===== config.mk =====
export PLATFORM = sky130hd
export DESIGN_NAME = list_mode_event_indexer_unit_flat
export DESIGN_NICKNAME = d
export VERILOG_FILES = /design/src/rtl/core/lmei_pkg.sv /design/src/rtl/core/lmei_if.sv /design/src/rtl/core/list_mode_event_indexer_unit.sv /design/src/rtl/core/lmei_parser.sv /design/src/flat_wrapper.sv
export SDC_FILE = /design/constraint.sdc
export NUM_CORES = 1
export LEC_CHECK = 0
export ABC_AREA = 1
export BUFFER_PORTS_ARGS = -buffer_cell sky130_fd_sc_hd__buf_2
export CELL_PAD_IN_SITES_DETAIL_PLACEMENT = 1
export CELL_PAD_IN_SITES_GLOBAL_PLACEMENT = 1
export CORE_UTILIZATION = 45
export CTS_CLUSTER_SIZE = 28
export DETAILED_ROUTE_END_ITERATION = 8
export GPL_TIMING_DRIVEN = 0
export PLACE_DENSITY = 0.81
export SYNTH_ARGS = -nofsm -noshare
export SYNTH_HDL_FRONTEND = slang
export SYNTH_SLANG_ARGS = --single-unit

===== constraint.sdc =====
create_clock -name clk -period 7.65 [get_ports clk]
set_clock_uncertainty 0.1 [all_clocks]
set_input_delay 1.53 -clock clk [delete_from_list [all_inputs] [get_ports clk]]
set_output_delay 1.53 -clock clk [all_outputs]
set_load 0.005 [all_outputs]

===== src/rtl/core/lmei_pkg.sv =====
// lmei_pkg: shared types and constants of the list-mode event indexer.
// No dependencies; used by the interfaces, the parser, the top level and the checker.
package lmei_pkg;

  localparam int BUF_HEADER_LEN    = 6;
  localparam int WORD_COUNT_OFFSET = 0;
  localparam int EVENT_HEADER_LEN  = 3;
  localparam int NUM_CHANNELS      = 4;
  localparam int MAX_BUFFER_WORDS  = 8192;

  localparam int CHAN_SLOTS = 4;
  localparam int ADDR_W     = 13;
  localparam int CNT_W      = $clog2(MAX_BUFFER_WORDS + 1);

  typedef logic [15:0]        word_t;
  typedef logic [ADDR_W-1:0]  addr_t;
  typedef logic [CNT_W-1:0]   count_t;
  typedef logic [3:0]         hdr_cnt_t;
  typedef logic [2:0]         chan_t;

  typedef struct packed {
    addr_t event_index;
    word_t hit_pattern;
    chan_t active_channels;
    addr_t chan0_start;
    addr_t chan1_start;
    addr_t chan2_start;
    addr_t chan3_start;
    logic  last_in_buffer;
  } result_t;

endpackage


===== src/rtl/core/lmei_if.sv =====
// lmei_if: valid/ready channels of the list-mode event indexer.
// Depends on lmei_pkg for payload types.
interface lmei_in_if;
  logic              valid;
  logic              ready;
  lmei_pkg::word_t   data_word;
  logic              buffer_start;

  modport source (output valid, output data_word, output buffer_start, input ready);
  modport sink   (input valid, input data_word, input buffer_start, output ready);
  modport mon    (input valid, input data_word, input buffer_start, input ready);
endinterface

interface lmei_out_if;
  logic              valid;
  logic              ready;
  lmei_pkg::addr_t   event_index;
  lmei_pkg::word_t   hit_pattern;
  lmei_pkg::chan_t   active_channels;
  lmei_pkg::addr_t   chan0_start;
  lmei_pkg::addr_t   chan1_start;
  lmei_pkg::addr_t   chan2_start;
  lmei_pkg::addr_t   chan3_start;
  logic              last_in_buffer;

  modport source (output valid, output event_index, output hit_pattern,
                  output active_channels, output chan0_start, output chan1_start,
                  output chan2_start, output chan3_start, output last_in_buffer,
                  input ready);
  modport sink   (input valid, input event_index, input hit_pattern,
                  input active_channels, input chan0_start, input chan1_start,
                  input chan2_start, input chan3_start, input last_in_buffer,
                  output ready);
  modport mon    (input valid, input event_index, input hit_pattern,
                  input active_channels, input chan0_start, input chan1_start,
                  input chan2_start, input chan3_start, input last_in_buffer,
                  input ready);
endinterface


===== src/rtl/core/list_mode_event_indexer_unit.sv =====
// list_mode_event_indexer_unit: top level of the list-mode event indexer.
// Depends on lmei_pkg, lmei_in_if, lmei_out_if and lmei_parser.
//
//   channel   modport  payload                                      word
//   words     sink     data_word, buffer_start                      one buffer word
//   results   source   event_index, hit_pattern, active_channels,   one event record
//                      chan0..3_start, last_in_buffer
//
// One word per cycle while the result is not stalled: a word is registered in the
// input register, then parsed into the result register that drives the results.
// Reset clears the parse to idle; words before a buffer start are dropped.
// A stalled result holds the parser; words keep landing in the input register
// while the result register is empty or being taken.
module list_mode_event_indexer_unit (
  input  logic       clk,
  input  logic       rst,
  lmei_in_if.sink    words,
  lmei_out_if.source results
);

  logic              in_valid;
  lmei_pkg::word_t   in_word;
  logic              in_start;
  logic              advance;
  logic              res_valid;
  lmei_pkg::result_t res;
  logic              out_valid;
  lmei_pkg::result_t out_res;

  assign advance     = in_valid && (!out_valid || results.ready);
  assign words.ready = !in_valid || advance;

  always_ff @(posedge clk) begin
    if (rst) begin
      in_valid <= 1'b0;
    end else if (words.ready) begin
      in_valid <= words.valid;
    end
  end

  always_ff @(posedge clk) begin
    if (words.ready && words.valid) begin
      in_word  <= words.data_word;
      in_start <= words.buffer_start;
    end
  end

  lmei_parser u_parser (
    .clk          (clk),
    .rst          (rst),
    .step         (advance),
    .data_word    (in_word),
    .buffer_start (in_start),
    .res_valid    (res_valid),
    .res          (res)
  );

  always_ff @(posedge clk) begin
    if (rst) begin
      out_valid <= 1'b0;
    end else if (advance) begin
      out_valid <= res_valid;
    end else if (results.ready) begin
      out_valid <= 1'b0;
    end
  end

  always_ff @(posedge clk) begin
    if (advance && res_valid) begin
      out_res <= res;
    end
  end

  assign results.valid           = out_valid;
  assign results.event_index     = out_res.event_index;
  assign results.hit_pattern     = out_res.hit_pattern;
  assign results.active_channels = out_res.active_channels;
  assign results.chan0_start     = out_res.chan0_start;
  assign results.chan1_start     = out_res.chan1_start;
  assign results.chan2_start     = out_res.chan2_start;
  assign results.chan3_start     = out_res.chan3_start;
  assign results.last_in_buffer  = out_res.last_in_buffer;

endmodule


===== src/rtl/core/lmei_parser.sv =====
// lmei_parser: buffer/event/block parse state and the per-word update.
// Depends on lmei_pkg. One word is consumed on each cycle with step high.
module lmei_parser (
  input  logic              clk,
  input  logic              rst,
  input  logic              step,
  input  lmei_pkg::word_t   data_word,
  input  logic              buffer_start,
  output logic              res_valid,
  output lmei_pkg::result_t res
);

  localparam logic [2:0] PH_IDLE    = 3'd0;
  localparam logic [2:0] PH_BUFHDR  = 3'd1;
  localparam logic [2:0] PH_EVHDR   = 3'd2;
  localparam logic [2:0] PH_BLKLEN  = 3'd3;
  localparam logic [2:0] PH_BLKBODY = 3'd4;
  localparam logic [2:0] PH_DONE    = 3'd5;

  logic [2:0]          phase, phase_next;
  lmei_pkg::count_t    pos, pos_next;
  logic                pos_ovf, pos_ovf_next;
  lmei_pkg::count_t    count, count_next;
  lmei_pkg::hdr_cnt_t  hdr_cnt, hdr_cnt_next;
  lmei_pkg::word_t     blk_left, blk_left_next;
  lmei_pkg::chan_t     cur_ch, cur_ch_next;
  lmei_pkg::word_t     hit, hit_next;
  lmei_pkg::addr_t     evt_cnt, evt_cnt_next;
  lmei_pkg::chan_t     ch_cnt, ch_cnt_next;
  lmei_pkg::addr_t     starts [lmei_pkg::CHAN_SLOTS];
  lmei_pkg::addr_t     starts_next [lmei_pkg::CHAN_SLOTS];

  always_comb begin
    logic [2:0]          ph;
    lmei_pkg::count_t    p;
    logic                ovf;
    logic                do_adv;
    logic                do_begin;
    logic                found;
    logic                next_lt;
    logic [lmei_pkg::CNT_W:0] p_inc;
    lmei_pkg::chan_t     hit_ch;

    phase_next    = phase;
    pos_next      = pos;
    pos_ovf_next  = pos_ovf;
    count_next    = count;
    hdr_cnt_next  = hdr_cnt;
    blk_left_next = blk_left;
    cur_ch_next   = cur_ch;
    hit_next      = hit;
    evt_cnt_next  = evt_cnt;
    ch_cnt_next   = ch_cnt;
    starts_next   = starts;
    res_valid     = 1'b0;
    res           = '0;
    do_adv        = 1'b0;
    do_begin      = 1'b0;
    found         = 1'b0;
    hit_ch        = '0;

    ph  = phase;
    p   = pos;
    ovf = pos_ovf;
    if (buffer_start) begin
      p            = '0;
      ovf          = 1'b0;
      count_next   = '0;
      evt_cnt_next = '0;
      ph           = PH_BUFHDR;
      phase_next   = PH_BUFHDR;
      hdr_cnt_next = lmei_pkg::hdr_cnt_t'(lmei_pkg::BUF_HEADER_LEN);
    end

    if (!ovf && p == lmei_pkg::count_t'(lmei_pkg::WORD_COUNT_OFFSET)) begin
      if ({1'b0, data_word} > 17'(lmei_pkg::MAX_BUFFER_WORDS)) begin
        count_next = lmei_pkg::count_t'(lmei_pkg::MAX_BUFFER_WORDS);
      end else begin
        count_next = lmei_pkg::count_t'(data_word);
      end
    end

    p_inc   = {1'b0, p} + 1'b1;
    next_lt = !ovf && (p_inc < {1'b0, count_next});

    case (ph)
      PH_BUFHDR: begin
        if (hdr_cnt_next != '0) hdr_cnt_next = hdr_cnt_next - 1'b1;
        if (hdr_cnt_next == '0) do_begin = 1'b1;
      end
      PH_EVHDR: begin
        if (hdr_cnt == lmei_pkg::hdr_cnt_t'(lmei_pkg::EVENT_HEADER_LEN)) hit_next = data_word;
        if (hdr_cnt != '0) hdr_cnt_next = hdr_cnt - 1'b1;
        if (hdr_cnt_next == '0) do_adv = 1'b1;
      end
      PH_BLKLEN: begin
        starts_next[cur_ch[1:0]] = p[lmei_pkg::ADDR_W-1:0];
        ch_cnt_next = ch_cnt + 1'b1;
        blk_left_next = (data_word == '0) ? '0 : data_word - 1'b1;
        if (blk_left_next == '0) begin
          cur_ch_next = cur_ch + 1'b1;
          do_adv      = 1'b1;
        end else begin
          phase_next = PH_BLKBODY;
        end
      end
      PH_BLKBODY: begin
        if (blk_left != '0) blk_left_next = blk_left - 1'b1;
        if (blk_left_next == '0) begin
          cur_ch_next = cur_ch + 1'b1;
          do_adv      = 1'b1;
        end
      end
      default: begin
      end
    endcase

    if (do_adv) begin
      for (int k = lmei_pkg::CHAN_SLOTS - 1; k >= 0; k--) begin
        if (k < lmei_pkg::NUM_CHANNELS && lmei_pkg::chan_t'(k) >= cur_ch_next
            && hit_next[k]) begin
          found  = 1'b1;
          hit_ch = lmei_pkg::chan_t'(k);
        end
      end
      if (found) begin
        cur_ch_next = hit_ch;
        phase_next  = PH_BLKLEN;
      end else begin
        res_valid           = 1'b1;
        res.event_index     = evt_cnt_next;
        res.hit_pattern     = hit_next;
        res.active_channels = ch_cnt_next;
        res.chan0_start     = starts_next[0];
        res.chan1_start     = starts_next[1];
        res.chan2_start     = starts_next[2];
        res.chan3_start     = starts_next[3];
        res.last_in_buffer  = !next_lt;
        evt_cnt_next        = evt_cnt_next + 1'b1;
        do_begin            = 1'b1;
      end
    end

    if (do_begin) begin
      if (next_lt) begin
        phase_next   = PH_EVHDR;
        hdr_cnt_next = lmei_pkg::hdr_cnt_t'(lmei_pkg::EVENT_HEADER_LEN);
        ch_cnt_next  = '0;
        cur_ch_next  = '0;
        hit_next     = '0;
        for (int k = 0; k < lmei_pkg::CHAN_SLOTS; k++) starts_next[k] = '0;
      end else begin
        phase_next = PH_DONE;
      end
    end

    if (ph != PH_IDLE && ph != PH_DONE) begin
      pos_next     = p + 1'b1;
      pos_ovf_next = ovf || (p == '1);
    end else begin
      pos_next     = p;
      pos_ovf_next = ovf;
    end

    if (!step) begin
      res_valid = 1'b0;
    end
  end

  always_ff @(posedge clk) begin
    if (rst) begin
      phase    <= PH_IDLE;
      pos      <= '0;
      pos_ovf  <= 1'b0;
      count    <= '0;
      hdr_cnt  <= '0;
      blk_left <= '0;
      cur_ch   <= '0;
      hit      <= '0;
      evt_cnt  <= '0;
      ch_cnt   <= '0;
      for (int k = 0; k < lmei_pkg::CHAN_SLOTS; k++) starts[k] <= '0;
    end else if (step) begin
      phase    <= phase_next;
      pos      <= pos_next;
      pos_ovf  <= pos_ovf_next;
      count    <= count_next;
      hdr_cnt  <= hdr_cnt_next;
      blk_left <= blk_left_next;
      cur_ch   <= cur_ch_next;
      hit      <= hit_next;
      evt_cnt  <= evt_cnt_next;
      ch_cnt   <= ch_cnt_next;
      starts   <= starts_next;
    end
  end

endmodule


===== src/flat_wrapper.sv =====
// flat-port wrapper written by rule: the top's interface ports become plain ports
module list_mode_event_indexer_unit_flat 
  (clk, rst, words_valid, words_data_word, words_buffer_start, words_ready, results_valid, results_event_index, results_hit_pattern, results_active_channels, results_chan0_start, results_chan1_start, results_chan2_start, results_chan3_start, results_last_in_buffer, results_ready);
  lmei_in_if words_i ();
  lmei_out_if results_i ();
  input  logic clk;
  input  logic rst;
  input wire logic [$bits(words_i.valid)-1:0] words_valid;
  input wire logic [$bits(words_i.data_word)-1:0] words_data_word;
  input wire logic [$bits(words_i.buffer_start)-1:0] words_buffer_start;
  output wire logic [$bits(words_i.ready)-1:0] words_ready;
  output wire logic [$bits(results_i.valid)-1:0] results_valid;
  output wire logic [$bits(results_i.event_index)-1:0] results_event_index;
  output wire logic [$bits(results_i.hit_pattern)-1:0] results_hit_pattern;
  output wire logic [$bits(results_i.active_channels)-1:0] results_active_channels;
  output wire logic [$bits(results_i.chan0_start)-1:0] results_chan0_start;
  output wire logic [$bits(results_i.chan1_start)-1:0] results_chan1_start;
  output wire logic [$bits(results_i.chan2_start)-1:0] results_chan2_start;
  output wire logic [$bits(results_i.chan3_start)-1:0] results_chan3_start;
  output wire logic [$bits(results_i.last_in_buffer)-1:0] results_last_in_buffer;
  input wire logic [$bits(results_i.ready)-1:0] results_ready;
  assign words_i.valid = words_valid;
  assign words_i.data_word = words_data_word;
  assign words_i.buffer_start = words_buffer_start;
  assign words_ready = words_i.ready;
  assign results_valid = results_i.valid;
  assign results_event_index = results_i.event_index;
  assign results_hit_pattern = results_i.hit_pattern;
  assign results_active_channels = results_i.active_channels;
  assign results_chan0_start = results_i.chan0_start;
  assign results_chan1_start = results_i.chan1_start;
  assign results_chan2_start = results_i.chan2_start;
  assign results_chan3_start = results_i.chan3_start;
  assign results_last_in_buffer = results_i.last_in_buffer;
  assign results_i.ready = results_ready;
  list_mode_event_indexer_unit u_core (.clk(clk), .rst(rst), .words(words_i), .results(results_i));
endmodule

# After elaboration in Yosys (flattened, before gate mapping)
# Cells that the tools add are included.
word_totals:
  register_bits: 243
  out_inout_bits: 87
classes:
  n_addsub: 9
  n_lt_le_gt_ge: 8
  n_eq_ne: 7
  n_mux: 71
  n_bitwise: 2
  reduce_logical: 32
ops:
  columns: ["operator", "count"]
  rows:
  - ["$mux 52", 3]
  - ["$mux 16", 7]
  - ["$mux 14", 5]
  - ["$mux 3", 19]
  - ["$bwmux 52", 1]
  - ["$mux 13", 4]
  - ["$logic_not 16->1", 3]
  - ["$pmux 16 s2", 1]
  - ["$sub 16x1->16 const B", 2]
  - ["$mux 4", 7]
  - ["$demux 13 s2", 1]
  - ["$mux 1", 19]
  - ["$gt 16x14->1 const B", 1]
  - ["$reduce_bool 16->1", 1]
  - ["$add 14x1->15 const B", 1]
  - ["$lt 15x14->1", 1]
  - ["$add 14x1->14 const B", 1]
  - ["$eq 14x14->1 const B", 1]
  - ["$logic_not 14->1", 1]
  - ["$add 13x1->13 const B", 1]
  - ["$logic_and 1x1->1", 11]
  - ["$logic_not 4->1", 2]
  - ["$pmux 4 s2", 1]
  - ["$reduce_bool 4->1", 2]
  - ["22 further kinds", 33]

# Longest topological paths before layout
# Gate-level depths: netlist of the first run.
depth:
  word_depth: 17
  depth_mapped: 26

# Cells and area by module
# From an unflattened synthesis of the first run, not the netlist that was laid out.
unflattened:
  cells_unflattened: 1830
  hier_area_um2: 13335.3
modules_own_cells:
  columns: ["mod", "n_inst", "cells_per_inst", "area_each_um2", "seq_area_each_um2"]
  rows:
  - ["lmei_parser", 1, 1710, 10167.3, 2782.7]
  - ["list_mode_event_indexer_unit", 1, 120, 3168.0, 3103.0]

# Worst setup path before layout of the first run
# OpenSTA, ideal clock, no wires.
synth_timing:
  kind: "register to register"
  start: "register u_core.in_word[0]"
  end: "register u_core.u_parser.evt_cnt[9]"
  setup_ns: 0.117
  t_arrival_ns: 4.156
  required_ns: 7.433
  path_slack_ns: 3.277
  stages_incl_launch_ff: 24
  n_path_buf: 0
  cell_sequence: "edfxtp_1 inv_1 ha_1 nand2_2 nor2_2 nand2_1 nand2_1 nand2_1 nand2_1 nand2_1 nor2_2 nand3_2 nand2_1 nand3_1 nand3_1 nand2_2 nor2_1 nor2_2 nor2_2 nand3_4 nor2_4 nand3_1 o21ai_0 nor2_1"
synth_via:
  elab_chain_cells: 14
synth_rtl:
  columns: ["item", "line_no", "rtl"]
  rows:
  - ["start: declaration", "list_mode_event_indexer_unit.sv:22", "lmei_pkg::word_t in_word;"]
  - ["start signal: assignment", "list_mode_event_indexer_unit.sv:43", "in_word <= words.data_word;"]
  - ["$sub 16x1->16 or $logic_not 16->1 (tied branches)", "lmei_parser.sv:99", "blk_left_next = (data_word == '0) ? '0 : data_word - 1'b1;"]
  - ["$mux 16", "lmei_parser.sv:99", null]
  - ["$logic_not 16->1", "lmei_parser.sv:100", "if (blk_left_next == '0) begin"]
  - ["$mux 3", "lmei_parser.sv:100", null]
  - ["$pmux 3 s2", "lmei_parser.sv:86", "case (ph)"]
  - ["$ge 2x3->1", "lmei_parser.sv:120", "if (k < lmei_pkg::NUM_CHANNELS && lmei_pkg::chan_t'(k) >= cur_ch_next"]
  - ["$logic_and 1x1->1", "lmei_parser.sv:121", "&& hit_next[k]) begin"]
  - ["$mux 1 (4 in series)", "lmei_parser.sv:120", null]
  - ["$mux 1", "lmei_parser.sv:118", "if (do_adv) begin"]
  - ["$mux 13", "lmei_parser.sv:126", "if (found) begin"]
  - ["$mux 13 *", "lmei_parser.sv:118", null]
  - ["end signal: assignment", "lmei_parser.sv:192", "evt_cnt <= evt_cnt_next;"]
  - ["end: declaration", "lmei_parser.sv:28", "lmei_pkg::addr_t evt_cnt, evt_cnt_next;"]
# Every way passes the cells marked *; elsewhere a longest branch is shown, timed or not. The select of a mux whose other input is x is not followed.
# A chain may end at the register's enable or synchronous reset.

# Worst setup path in the final report of the first run
layout_timing:
  start: "register u_core.in_start"
  end: "register u_core.u_parser.starts[47] (netlist bit)"
layout_via:
  elab_chain_cells: 13
layout_rtl:
  columns: ["item", "line_no", "rtl"]
  rows:
  - ["start: declaration", "list_mode_event_indexer_unit.sv:23", "logic in_start;"]
  - ["start signal: assignment", "list_mode_event_indexer_unit.sv:44", "in_start <= words.buffer_start;"]
  - ["branches (longest 12 deep; another with $add 14x1->15)", null, null]
  - ["$mux 52 *", "lmei_parser.sv:144", "if (do_begin) begin"]
  - ["end signal: assignment", "lmei_parser.sv:194", "starts <= starts_next;"]
  - ["end: declaration", "lmei_parser.sv:30", "lmei_pkg::addr_t starts [lmei_pkg::CHAN_SLOTS];"]
# Mark *: on every way between the ends. The select of a mux whose other input is x is not followed.

==> load_flow_metrics.sql, run 1 <==
INSERT INTO impl_metrics (metric_group, metric, value, unit) VALUES
('setup_path', 'critical_path_arrival', '5.91', 'ns'),
('setup_path', 'cp-end-kind', 'flip-flop', ''),
('global_routing', 'initial_antenna_violation_count', '1', ''),
('power_and_ir_drop', 'leakagePower', '5.90', 'nW'),
('drt', 'vias_per_cell', '5.48', ''),
('global_routing', 'grt_util_met1', '41.7', '%'),
('global_routing', 'global_route.usage.met2', '47.3', '%'),
('finish', 'flow.area_growth_from_synthesis', '15.1', '%'),
('sta', 'clock.fmax', '179', 'MHz'),
('power_and_ir_drop', 'seqPwrFrac', '44.2', '%'),
('drt', 'number_of_drc_markers_in_iteration_0', '1034', ''),
('clock_network', 'clock_insertion_delay_worst_skew', '0.57', 'ns'),
('finish', 'final.fill_count', '3719', ''),
('sta', 'period_minus_slack', '5.58', 'ns'),
('global_routing', 'top_usage_layer', 'met2', ''),
('floorplanning', 'fp.dieW', '174', 'um'),
('worst_hold_path', 'hp-start', 'u_core.u_parser.starts[28]$_SDFFE_PP0P_', ''),
('synthesis', 'async_flop_share', '0', '%'),
('finish', 'nets', '2005', ''),
('clock_network', 'post_cts_resized', '0', ''),
('worst_hold_path', 'worst_hold_path.endpoint', 'u_core.u_parser.starts[28]$_SDFFE_PP0P_', ''),
('synthesis', 'proportion_of_synthesized_area_in_mux_cells', '0.150', '%'),
('power_and_ir_drop', 'peakVddDrop', '0.000170', 'V'),
('sta', 'slew-limit-headroom', '31.4', '%'),
('synthesis', 'synth.ff_latch_count', '243', ''),
('setup_path', 'worst_ep_required_time', '7.98', 'ns'),
('power_and_ir_drop', 'combPwrFrac', '9.7', '%'),
('clock_network', 'cts_inserted_buffers', '27', ''),
('global_routing', 'grt_first_pass_wirelength', '71200', 'um'),
('global_routing', 'grt_pass1_vias', '13100', ''),
('synthesis', 'synthCells', '1818', ''),
('floorplanning', 'fp.dieH', '174', 'um'),
('synthesis', 'synthesis.area', '13400', 'um2'),
('power_and_ir_drop', 'cellPowerDensity', '203', 'nW/um2'),
('power_and_ir_drop', 'power_switching', '0.812', 'mW'),
('setup_path', 'setup.worst_path.start_class', 'flip-flop', ''),
('worst_hold_path', 'min_delay_path_depth', '2', ''),
('synthesis', 'synth_warnings', '0', ''),
('placed_design', 'gpl.final_weighted_congestion', '0.951', ''),
('sta', 'min_period_over_period', '73.0', '%'),
('clock_network', 'cts.reportedPaths.clkPinSlew', '0.06', 'ns'),
('global_routing', 'track_usage', '29.7', '%'),
('placed_design', 'place_hpwl', '33200', 'um'),
('synthesis', 'ys_types', '43', ''),
('drt', 'wire_per_inst', '19.0', 'um'),
('sta', 'worst_pin_slew', '1.02', 'ns'),
('setup_path', 'ordered_cell_list_for_the_critical_path', 'buf_2 > buf_1 > nor2_1 > inv_1 > ha_1 > nand2_1 > nor2_1 > nand2_1 > clkbuf_1 > nor3_1 > a31oi_1 > ha_1 > a21oi_1 > nor2_1 > a211oi_1 > o221a_2 > nand2_1 > nor2_1 > nand2_4 > buf_6 > buf_6 > nand3_2 > a21oi_1', ''),
('setup_path', 'r2r_cells', '23', ''),
('global_routing', 'grt_start_max_net_pins', '38', ''),
('sta', 'rsz0062_at_grt', 'no', ''),
('setup_path', 'critical_path.slowest_cell', 'sky130_fd_sc_hd__nor2_1', ''),
('sta', 'setup_viol', '0', ''),
('synthesis', 'avgSynthCellArea', '7.35', 'um2'),
('finish', 'post_route_cells_drive_above_1_share', '12.0', '%'),
('finish', 'finalInstanceArea', '15400', 'um2'),
('clock_network', 'cts_tree', 'built', ''),
('synthesis', 'seq_area_frac_synth', '44.1', '%'),
('finish', 'most-common-layout-cells', 'sky130_fd_sc_hd__nand2_1, sky130_fd_sc_hd__inv_1, sky130_fd_sc_hd__nor2_1', ''),
('worst_hold_path', 'worstHoldPathType', 'flip-flop to flip-flop', ''),
('setup_path', 'r2r_end', 'u_core.u_parser.starts[47]$_SDFFE_PP0P_', ''),
('status', 'outcome', 'finished clean', ''),
('clock_network', 'cts_sinks', '243', ''),
('power_and_ir_drop', 'p_clk_share', '46.2', '%'),
('synthesis', 'synthesized_area_fraction_occupied_by_ao_oa_aoi_and_oai_cells', '13.1', '%'),
('synthesis', 'fraction_of_the_mapped_netlist_area_in_simple_logic_gates', '27.9', '%'),
('drt', 'detailroute.via_count', '12900', ''),
('drt', 'route.detailed.drc', '0', ''),
('placed_design', 'port-buffer-count', '106', ''),
('floorplanning', 'io_pins', '108', ''),
('clock_network', 'cts-htree-levels', '1', ''),
('synthesis', 'yosys.area.top_type', 'sky130_fd_sc_hd__edfxtp_1', '');
[cells in the mapped netlist (2+ instances only)]
cell,instances
sky130_fd_sc_hd__nand2_1,375
sky130_fd_sc_hd__inv_1,276
sky130_fd_sc_hd__nor2_1,213
sky130_fd_sc_hd__a21oi_1,145
sky130_fd_sc_hd__dfxtp_1,141
sky130_fd_sc_hd__o21ai_0,120
sky130_fd_sc_hd__nand3_1,115
sky130_fd_sc_hd__edfxtp_1,102
sky130_fd_sc_hd__clkbuf_1,51
sky130_fd_sc_hd__ha_1,29
sky130_fd_sc_hd__nor3_1,26
sky130_fd_sc_hd__nand3_2,25
sky130_fd_sc_hd__nand4_1,20
sky130_fd_sc_hd__buf_2,18
sky130_fd_sc_hd__nand3b_1,18
sky130_fd_sc_hd__o211ai_1,18
sky130_fd_sc_hd__xor2_1,18
sky130_fd_sc_hd__nor2_2,16
sky130_fd_sc_hd__a31oi_1,14
sky130_fd_sc_hd__buf_1,13
sky130_fd_sc_hd__o221ai_1,8
sky130_fd_sc_hd__o21ai_1,7
sky130_fd_sc_hd__nand2_2,6
sky130_fd_sc_hd__nor4_1,5
sky130_fd_sc_hd__inv_2,4
sky130_fd_sc_hd__nor2_4,4
sky130_fd_sc_hd__o31ai_1,4
sky130_fd_sc_hd__a221oi_1,3
sky130_fd_sc_hd__buf_6,3
sky130_fd_sc_hd__clkinv_1,3
sky130_fd_sc_hd__xnor2_1,3
sky130_fd_sc_hd__mux2i_1,2
sky130_fd_sc_hd__nand2_4,2
sky130_fd_sc_hd__or2_2,2
[area by class of cell]
cell class                      instances  area [um2]  share of cell area [%]
Buffer                                 86         379                    2.46
Clock buffer                           35         756                    4.91
Clock inverter                         15         214                    1.39
Inverter                              283        1060                    6.91
Multi-Input combinational cell       1206        6030                    39.2
Sequential cell                       243        5890                    38.3
Tap cell                              384         480                    3.12
Timing Repair Buffer                  108         571                    3.71
[layer usage]
metal / wire [um] / up-vias
met5: 13 / -
met4: 1150 / 2
met3: 2680 / 82
met2: 20000 / 383
met1: 21000 / 6290
li1: - / 6179
[worst max-delay path, delay by kind of cell (launching register included)]
| family | cells | cell delay, ns |
|---|---|---|
| buffers and inverters | 6 | 1.52 |
| AOI/OAI and AO/OA | 5 | 0.90 |
| and+or+nand+nor | 10 | 1.89 |
| DFF | 1 | 0.50 |
| adders and majority gates | 2 | 0.53 |
[state kept, by name (all words and copies together) (netlist names), 3 cells and up]
| signal | cells |
|---|---|
| u_core.u_parser.blk_left | 16 |
| u_core.u_parser.pos | 14 |
| u_core.results.chan0_start | 13 |
| u_core.u_parser.evt_cnt | 13 |
| u_core.results.chan1_start | 13 |
| u_core.u_parser.count | 14 |
| u_core.u_parser.hdr_cnt | 4 |
| u_core.u_parser.ch_cnt | 3 |
| u_core.results.chan2_start | 13 |
| u_core.results.chan3_start | 13 |
| u_core.results.active_channels | 3 |
| u_core.u_parser.phase | 3 |
| u_core.u_parser.starts | 52 |
| u_core.u_parser.cur_ch | 3 |
| u_core.in_word | 16 |
| u_core.results.hit_pattern | 16 |
| u_core.u_parser.hit | 16 |
| u_core.results.event_index | 13 |
[power groups by stage]
stage | clock [mW] | combinational [mW] | sequential (mW)
after floorplan | 0 | 0.199 | 1.40
after global placement | 0 | 0.285 | 1.40
after detailed placement | 0 | 0.294 | 1.40
after CTS | 1.45 | 0.296 | 1.38
after global routing | 1.50 | 0.331 | 1.38
final | 1.44 | 0.302 | 1.38
[cells by family after synthesis]
family | after synthesis
compound gates | 323
xor+xnor | 21
fa+ha+maj | 29
buf+inv | 369
flops | 243
mux | 2
simple gates | 831
[stage by stage]
step                      instances  hold slack [ns]  setup WS [ns]  utilization (%)  power, mW
final                          2360            0.366           2.07             53.2       3.12
after global routing           2360            0.383           1.76             53.2       3.21
after CTS                      2360            0.369           2.23             53.2       3.12
after detailed placement       2310            0.359           2.31             49.8       1.70
after global placement         2308            0.351           2.03             49.7       1.69
after floorplan                1818            0.343           3.28                -       1.60
[how the worst max path moves through the flow]
stage	from	to	slack (ns)	cells past startpoint
after floorplan	u_core.in_word[0]$_DFFE_PP_	u_core.u_parser.evt_cnt[9]$_SDFFE_PP0P_	3.28	23
after global placement	u_core.in_word[0]$_DFFE_PP_	u_core.u_parser.evt_cnt[5]$_SDFFE_PP0P_	2.03	21
after detailed placement	u_core.in_start$_DFFE_PP_	u_core.u_parser.hit[0]$_SDFFE_PP0P_	2.31	23
after CTS	u_core.in_start$_DFFE_PP_	u_core.u_parser.starts[47]$_SDFFE_PP0P_	2.23	23
after global routing	u_core.in_start$_DFFE_PP_	u_core.u_parser.cur_ch[0]$_SDFFE_PP0P_	1.76	24
final	u_core.in_start$_DFFE_PP_	u_core.u_parser.starts[47]$_SDFFE_PP0P_	2.07	23
No activity file was read; power rests on OpenSTA's default activity.
==> run 2: changes to the inputs <==
Clock period 7.65 ns to 5.5 ns, I/O delays scaled along.
==> run 2 against run 1 <==
Net effect: maximum frequency up 8.4%; final area hardly changed; hold slack hardly changed; worst setup slack got worse by 1.7 ns; register-to-register slack got worse by 1.7 ns; power increased by 39%; wire length rose by 0.16%; global-route usage unchanged; die area did not move; largest power group unchanged; highest routed layer unchanged.
==> load_flow_metrics.sql, run 2 (synthesis results as in run 1) <==
INSERT INTO impl_metrics (metric_group, metric, value, unit) VALUES
('clock_network', 'cts_sinks', '243', ''),
('setup_path', 'cp-end-kind', 'flip-flop', ''),
('finish', 'finalInstanceArea', '15400', 'um2'),
('floorplanning', 'fp.dieH', '174', 'um'),
('clock_network', 'buffer_levels_on_the_longest_clock_path', '3', ''),
('finish', 'post_route_cells_drive_above_1_share', '12.2', '%'),
('worst_hold_path', 'worstHoldPathType', 'flip-flop to flip-flop', ''),
('sta', 'worst_pin_slew', '0.994', 'ns'),
('drt', 'number_of_drc_markers_in_iteration_0', '1001', ''),
('sta', 'fin_tns_setup', '0', 'ns'),
('setup_path', 'criticalPathCategory', 'flip-flop to flip-flop', ''),
('drt', 'vias_per_cell', '5.51', ''),
('flow_run', 'timing.max_cap.violations', '0', ''),
('drt', 'drtAntennaViolNets', '0', ''),
('clock_network', 'clk_root_buffer_cell', 'sky130_fd_sc_hd__clkbuf_16', ''),
('setup_path', 'critical_path_arrival', '5.46', 'ns'),
('drt', 'detail_route.first_pass.iterations', '6', ''),
('global_routing', 'track_usage', '29.7', '%'),
('clock_network', 'cts.reportedPaths.clkPinSlew', '0.06', 'ns'),
('sta', 'finalHoldViolCount', '0', ''),
('placed_design', 'port-buffer-count', '106', ''),
('floorplanning', 'fp.dieW', '174', 'um'),
('global_routing', 'grt_start_max_net_pins', '38', ''),
('drt', 'wire_per_inst', '19.0', 'um'),
('floorplanning', 'core', '28900', 'um2'),
('power_and_ir_drop', 'leakagePower', '5.90', 'nW'),
('clock_network', 'cts-htree-levels', '1', ''),
('global_routing', 'grt.overflow.total', '0', ''),
('floorplanning', 'fp.dieArea', '30400', 'um2'),
('setup_path', 'setup.worst_path.start_class', 'flip-flop', ''),
('sta', 'setup_viol', '0', ''),
('clock_network', 'cts_tree', 'built', ''),
('global_routing', 'grt_pass1_vias', '13100', ''),
('power_and_ir_drop', 'peakVddDrop', '0.000237', 'V'),
('finish', 'largest-register', 'u_core.u_parser.starts', ''),
('finish', 'flow.area_growth_from_synthesis', '15.2', '%'),
('placed_design', 'gpl.final_weighted_congestion', '0.951', ''),
('drt', 'total_length_of_routed_wires', '44900', 'um'),
('power_and_ir_drop', 'cellPowerDensity', '282', 'nW/um2'),
('placed_design', 'place_area', '14400', 'um2'),
('sta', 'clock.fmax', '194', 'MHz'),
('floorplanning', 'io_pins', '108', ''),
('clock_network', 'cts_inserted_buffers', '27', ''),
('drt', 'detailroute.via_count', '13000', ''),
('finish', 'largest_reg_flops', '52', ''),
('finish', 'antennaDiodeCount', '0', ''),
('sta', 'final_critical_path_setup_slack', '0.350', 'ns'),
('drt', 'route.detailed.drc', '0', ''),
('finish', 'nets', '2005', ''),
('floorplanning', 'floorplan.initialDensity', '46.2', '%'),
('placed_design', 'place_hpwl', '33200', 'um'),
('sta', 'rsz0062_at_grt', 'no', ''),
('setup_path', 'worst_ep_required_time', '5.81', 'ns'),
('floorplanning', 'number_of_rows_created_at_floorplan', '62', ''),
('sta', 'min_period_over_period', '93.6', '%'),
('finish', 'most-common-layout-cells', 'sky130_fd_sc_hd__nand2_1, sky130_fd_sc_hd__inv_1, sky130_fd_sc_hd__nor2_1', ''),
('setup_path', 'critical_path.max_fanout', '10', ''),
('sta', 'period_minus_slack', '5.15', 'ns'),
('sta', 'slew-limit-headroom', '33.4', '%'),
('finish', 'layout.cells.most_common', 'sky130_fd_sc_hd__nand2_1', ''),
('placed_design', 'pre_cts_slack', '0.158', 'ns'),
('sta', 'report.final.slew_viol_count', '0', ''),
('status', 'outcome', 'finished clean', ''),
('clock_network', 'clock_insertion_delay_worst_skew', '0.57', 'ns'),
('global_routing', 'grt_first_pass_wirelength', '71200', 'um'),
('global_routing', 'initial_antenna_violation_count', '1', ''),
('power_and_ir_drop', 'total_power', '4.34', 'mW');
-- run 2: changes by cell type in the layout (fill, tap and decap cells not counted) --
cell | previous run | this run
sky130_fd_sc_hd__nor2_1 | 213 | 210
sky130_fd_sc_hd__nor2_2 | 16 | 18
sky130_fd_sc_hd__buf_1 | 13 | 12
sky130_fd_sc_hd__clkbuf_2 | 0 | 1
sky130_fd_sc_hd__nor2_4 | 4 | 5
-- run 2: worst paths after layout --
path                                                         startpoint                                      end  slack (ns)  cells past startpoint
worst min register to register  u_core.u_parser.starts[28]$_SDFFE_PP0P_  u_core.u_parser.starts[28]$_SDFFE_PP0P_        0.37                      2
worst max register to register                u_core.in_start$_DFFE_PP_     u_core.u_parser.hit[14]$_SDFFE_PP0P_        0.35                     20
worst min-delay path            u_core.u_parser.starts[28]$_SDFFE_PP0P_  u_core.u_parser.starts[28]$_SDFFE_PP0P_        0.37                      2
worst max-delay path                          u_core.in_start$_DFFE_PP_     u_core.u_parser.hit[14]$_SDFFE_PP0P_        0.35                     20
-- run 2: where the power goes --
| part | switching (mW) | total, mW | internal [mW] |
|---|---|---|---|
| Combinational | 0.307 | 0.420 | 0.113 |
| Sequential | 0.0228 | 1.92 | 1.89 |
| Clock | 0.796 | 2.00 | 1.20 |
-- run 2: routing by layer --
layer  part of all wire, %  global-route usage [%]  routed length (um)  vias to the layer above
met5                 0.029                       0                  13                        -
li1                      -                       -                   -                     6183
met4                   2.3                    8.55                1020                        2
met3                   6.1                    4.27                2730                       71
met1                    47                    41.7               20900                     6371
met2                    45                    47.3               20200                      379
-- run 2: cell type report --
class	count	area, um2
Clock inverter	15	214
Tap cell	384	480
Multi-Input combinational cell	1206	6050
Clock buffer	35	756
Timing Repair Buffer	108	571
Sequential cell	243	5890
Buffer	86	380
Fill cell	3719	13500
Inverter	283	1060
-- run 2: through the flow --
| step | util (%) | hold WS (ns) | std cells |
|---|---|---|---|
| detailed placement | 49.8 | 0.359 | 2310 |
| CTS | 53.2 | 0.369 | 2360 |
| floorplan | - | 0.343 | 1818 |
| global placement | 49.7 | 0.351 | 2308 |
| finish | 53.2 | 0.366 | 2360 |
| global route | 53.2 | 0.383 | 2360 |
-- run 2: repair_timing --
action                     4_1_cts  5_1_grt
hold buffers                     0        0
resized for setup                0        5
setup endpoints to repair        0       81
buffers inserted                 0        0
-- run 2: critical path, stage by stage (launching register included) --
cell                       delay, ns
sky130_fd_sc_hd__edfxtp_1       0.50
sky130_fd_sc_hd__clkinv_1       0.25
sky130_fd_sc_hd__clkbuf_1       0.60
sky130_fd_sc_hd__nand2_1        0.25
sky130_fd_sc_hd__nand4_1        0.19
sky130_fd_sc_hd__nor2_1         0.06
sky130_fd_sc_hd__nand2_1        0.28
sky130_fd_sc_hd__clkbuf_1       0.39
sky130_fd_sc_hd__nor3_1         0.12
sky130_fd_sc_hd__a31oi_1        0.26
sky130_fd_sc_hd__ha_1           0.30
sky130_fd_sc_hd__a21oi_1        0.14
sky130_fd_sc_hd__nor2_1         0.06
sky130_fd_sc_hd__a211oi_1       0.19
sky130_fd_sc_hd__o221a_2        0.23
sky130_fd_sc_hd__nand2_1        0.08
sky130_fd_sc_hd__nor2_1         0.29
sky130_fd_sc_hd__nand2_4        0.19
sky130_fd_sc_hd__buf_2          0.29
sky130_fd_sc_hd__nand3b_1       0.14
sky130_fd_sc_hd__a21oi_1        0.08
==> run 3: changes to the inputs <==
Settings changed: CORE_UTILIZATION 45 to 40, PLACE_DENSITY 0.81 to 0.73.
==> run 3 against run 2 <==
Net effect: global-route usage shrank 2.8 points; final cell count grew 2.6%; critical path type unchanged; first-iteration DRC count shrank 29%; maximum frequency shrank 3.0%; critical path depth grew 1; utilization shrank 6.2 points.
==> load_flow_metrics.sql, run 3 (synthesis results as in run 1) <==
INSERT INTO impl_metrics (metric_group, metric, value, unit) VALUES
('power_and_ir_drop', 'seqPwrFrac', '46.1', '%'),
('clock_network', 'clk_root_buffer_cell', 'sky130_fd_sc_hd__clkbuf_16', ''),
('global_routing', 'grt_pass1_vias', '12700', ''),
('drt', 'detailroute.via_count', '12700', ''),
('global_routing', 'grt_first_pass_wirelength', '71200', 'um'),
('setup_path', 'critical_path.slowest_cell', 'sky130_fd_sc_hd__nor2_1', ''),
('placed_design', 'pre_cts_slack', '0.0646', 'ns'),
('setup_path', 'cp-end-kind', 'flip-flop', ''),
('placed_design', 'place.detailed.instances', '2368', ''),
('sta', 'min_period_over_period', '96.5', '%'),
('clock_network', 'cts.repair_timing.setup_buffer_count', '0', ''),
('sta', 'slew-limit-headroom', '29.2', '%'),
('finish', 'post_route_cells_drive_above_1_share', '12.0', '%'),
('power_and_ir_drop', 'cellPowerDensity', '270', 'nW/um2'),
('clock_network', 'cts-htree-levels', '1', ''),
('sta', 'rsz0062_at_grt', 'no', ''),
('setup_path', 'worst_ep_required_time', '5.81', 'ns'),
('power_and_ir_drop', 'power_switching_share', '27.6', '%'),
('finish', 'flow.area_growth_from_synthesis', '15.0', '%'),
('sta', 'finalHoldViolCount', '0', ''),
('global_routing', 'track_usage', '26.9', '%'),
('power_and_ir_drop', 'peakVddDrop', '0.000207', 'V'),
('setup_path', 'ordered_cell_list_for_the_critical_path', 'buf_2 > nor2_1 > inv_1 > nand4_1 > nor2_1 > nand2_1 > clkbuf_1 > nor3_1 > a31oi_1 > ha_1 > a21oi_1 > nor2_1 > a211oi_1 > o221a_2 > nand2_1 > nor2_1 > nand2_4 > buf_6 > buf_6 > nand3_2 > a21oi_1', ''),
('finish', 'largest-register', 'u_core.u_parser.starts', ''),
('setup_path', 'r2r_end', 'u_core.u_parser.hit[0]$_SDFFE_PP0P_', ''),
('power_and_ir_drop', 'p_int', '3.01', 'mW'),
('global_routing', 'grt_start_max_net_pins', '36', ''),
('finish', 'multiInputGateArea', '6040', 'um2'),
('clock_network', 'cts_sinks', '243', ''),
('clock_network', 'clock_insertion_delay_worst_skew', '0.56', 'ns'),
('flow_run', 'timing.max_cap.violations', '0', ''),
('power_and_ir_drop', 'leakagePower', '5.85', 'nW'),
('finish', 'finalNonFillerCells', '2421', ''),
('worst_hold_path', 'hp-start', 'u_core.u_parser.starts[21]$_SDFFE_PP0P_', ''),
('setup_path', 'timing.reg2reg.setup_slack', '0.19', 'ns'),
('setup_path', 'crit-reg2reg-launch', 'u_core.in_start$_DFFE_PP_', ''),
('global_routing', 'initial_antenna_violation_count', '0', ''),
('sta', 'setup_viol', '0', ''),
('sta', 'clock.fmax', '188', 'MHz'),
('setup_path', 'critical_path.top_delay_family', 'simple AND/OR/NAND/NOR gates', ''),
('floorplanning', 'number_of_rows_created_at_floorplan', '66', ''),
('finish', 'final.fill_count', '4229', ''),
('drt', 'wire_per_inst', '18.8', 'um'),
('drt', 'drtAntennaViolNets', '0', ''),
('setup_path', 'critical_path.max_fanout', '10', ''),
('floorplanning', 'fp.dieH', '185', 'um'),
('finish', 'most-common-layout-cells', 'sky130_fd_sc_hd__nand2_1, sky130_fd_sc_hd__inv_1, sky130_fd_sc_hd__nor2_1', ''),
('sta', 'report.final.slew_viol_count', '0', ''),
('placed_design', 'place_hpwl', '33800', 'um'),
('finish', 'largest_reg_flops', '52', ''),
('power_and_ir_drop', 'p_clk_share', '43.7', '%'),
('worst_hold_path', 'worstHoldPathType', 'flip-flop to flip-flop', ''),
('drt', 'number_of_drc_markers_in_iteration_0', '715', ''),
('worst_hold_path', 'worst_hold_path.endpoint', 'u_core.u_parser.starts[21]$_SDFFE_PP0P_', ''),
('global_routing', 'grt.overflow.total', '0', ''),
('finish', 'regArea', '5890', 'um2'),
('setup_path', 'critical_path_arrival', '5.62', 'ns'),
('finish', 'layout.cells.most_common', 'sky130_fd_sc_hd__nand2_1', ''),
('setup_path', 'worst-path-buf-inv', '5', ''),
('floorplanning', 'fp.dieArea', '34100', 'um2'),
('sta', 'fin_tns_setup', '0', 'ns'),
('setup_path', 'cp_slowest_stage_delay', '0.69', 'ns'),
('power_and_ir_drop', 'combPwrFrac', '10.2', '%'),
('placed_design', 'port-buffer-count', '106', ''),
('drt', 'total_length_of_routed_wires', '45500', 'um'),
('finish', 'nets', '2006', ''),
('drt', 'route.detailed.drc', '0', ''),
('setup_path', 'r2r_cells', '21', ''),
('sta', 'period_minus_slack', '5.31', 'ns'),
('sta', 'worst_pin_slew', '1.06', 'ns'),
('power_and_ir_drop', 'total_power', '4.15', 'mW'),
('power_and_ir_drop', 'power_switching', '1.15', 'mW'),
('floorplanning', 'fp.dieW', '185', 'um'),
('worst_hold_path', 'min_delay_path_depth', '2', ''),
('clock_network', 'cts_inserted_buffers', '28', ''),
('clock_network', 'cts_tree', 'built', ''),
('clock_network', 'buffer_levels_on_the_longest_clock_path', '3', ''),
('setup_path', 'setup.worst_path.start_class', 'flip-flop', ''),
('drt', 'detail_route.first_pass.iterations', '5', ''),
('clock_network', 'cts.reportedPaths.clkPinSlew', '0.06', 'ns'),
('floorplanning', 'core', '32700', 'um2'),
('status', 'outcome', 'finished clean', ''),
('drt', 'vias_per_cell', '5.26', ''),
('sta', 'final_critical_path_setup_slack', '0.190', 'ns'),
('setup_path', 'worst_path_most_repeated_cell', 'sky130_fd_sc_hd__nor2_1', ''),
('floorplanning', 'floorplan.initialDensity', '40.9', '%'),
('floorplanning', 'io_pins', '108', ''),
('setup_path', 'criticalPathCategory', 'flip-flop to flip-flop', ''),
('placed_design', 'gpl.final_weighted_congestion', '0.942', '');
## run 3: metrics by stage
step           hold slack (ns)  cell area (um2)  utilization (%)
2_1_floorplan            0.343            13400                -
3_3_place_gp             0.351            14400             44.2
3_5_place_dp             0.356            14500             44.3
4_1_cts                  0.365            15400             47.0
5_1_grt                  0.381            15400             47.0
6_report                 0.365            15400             47.0
## run 3: power groups by stage
stage | combinational, mW | clock (mW) | sequential [mW]
finish | 0.423 | 1.81 | 1.92
global placement | 0.406 | 0 | 1.95
global route | 0.466 | 1.91 | 1.92
CTS | 0.418 | 1.84 | 1.91
detailed placement | 0.415 | 0 | 1.95
floorplan | 0.276 | 0 | 1.95
## run 3: how the worst max path moves through the flow
stage                                     start                                      end  cells after the start
global route          u_core.in_start$_DFFE_PP_   u_core.u_parser.cur_ch[0]$_SDFFE_PP0P_                     22
CTS                   u_core.in_start$_DFFE_PP_  u_core.u_parser.starts[47]$_SDFFE_PP0P_                     23
floorplan           u_core.in_word[0]$_DFFE_PP_  u_core.u_parser.evt_cnt[9]$_SDFFE_PP0P_                     23
finish                u_core.in_start$_DFFE_PP_      u_core.u_parser.hit[0]$_SDFFE_PP0P_                     21
global placement    u_core.in_word[0]$_DFFE_PP_  u_core.u_parser.evt_cnt[9]$_SDFFE_PP0P_                     22
detailed placement    u_core.in_start$_DFFE_PP_   u_core.u_parser.cur_ch[0]$_SDFFE_PP0P_                     24
## run 3: area by class of cell
| cell class | count | share of cell area, % |
|---|---|---|
| Antenna cell | 1 | 0.0163 |
| Buffer | 86 | 2.47 |
| Clock buffer | 35 | 4.80 |
| Clock inverter | 17 | 0.879 |
| Inverter | 283 | 6.91 |
| Multi-Input combinational cell | 1206 | 39.3 |
| Sequential cell | 243 | 38.3 |
| Tap cell | 442 | 3.60 |
| Timing Repair Buffer | 108 | 3.71 |
## run 3: tightest hold or removal path, delay by kind of cell, from the launching register on
kind            cells  cell delay [ns]
flops               1             0.31
simple gates        1             0.06
compound gates      1             0.05
## run 3: repair_timing
action                     4_1_cts  5_1_grt
resized for setup                0        3
setup endpoints to repair        0       81
hold buffers                     0        0
## run 3: metal layers
layer | wire length [um] | global-route usage (%) | up-vias
met5 | 0 | 0 | -
li1 | - | - | 6176
met1 | 22100 | 38.3 | 6236
met4 | 733 | 5.36 | 0
met2 | 20400 | 42.9 | 276
met3 | 2220 | 4.33 | 55
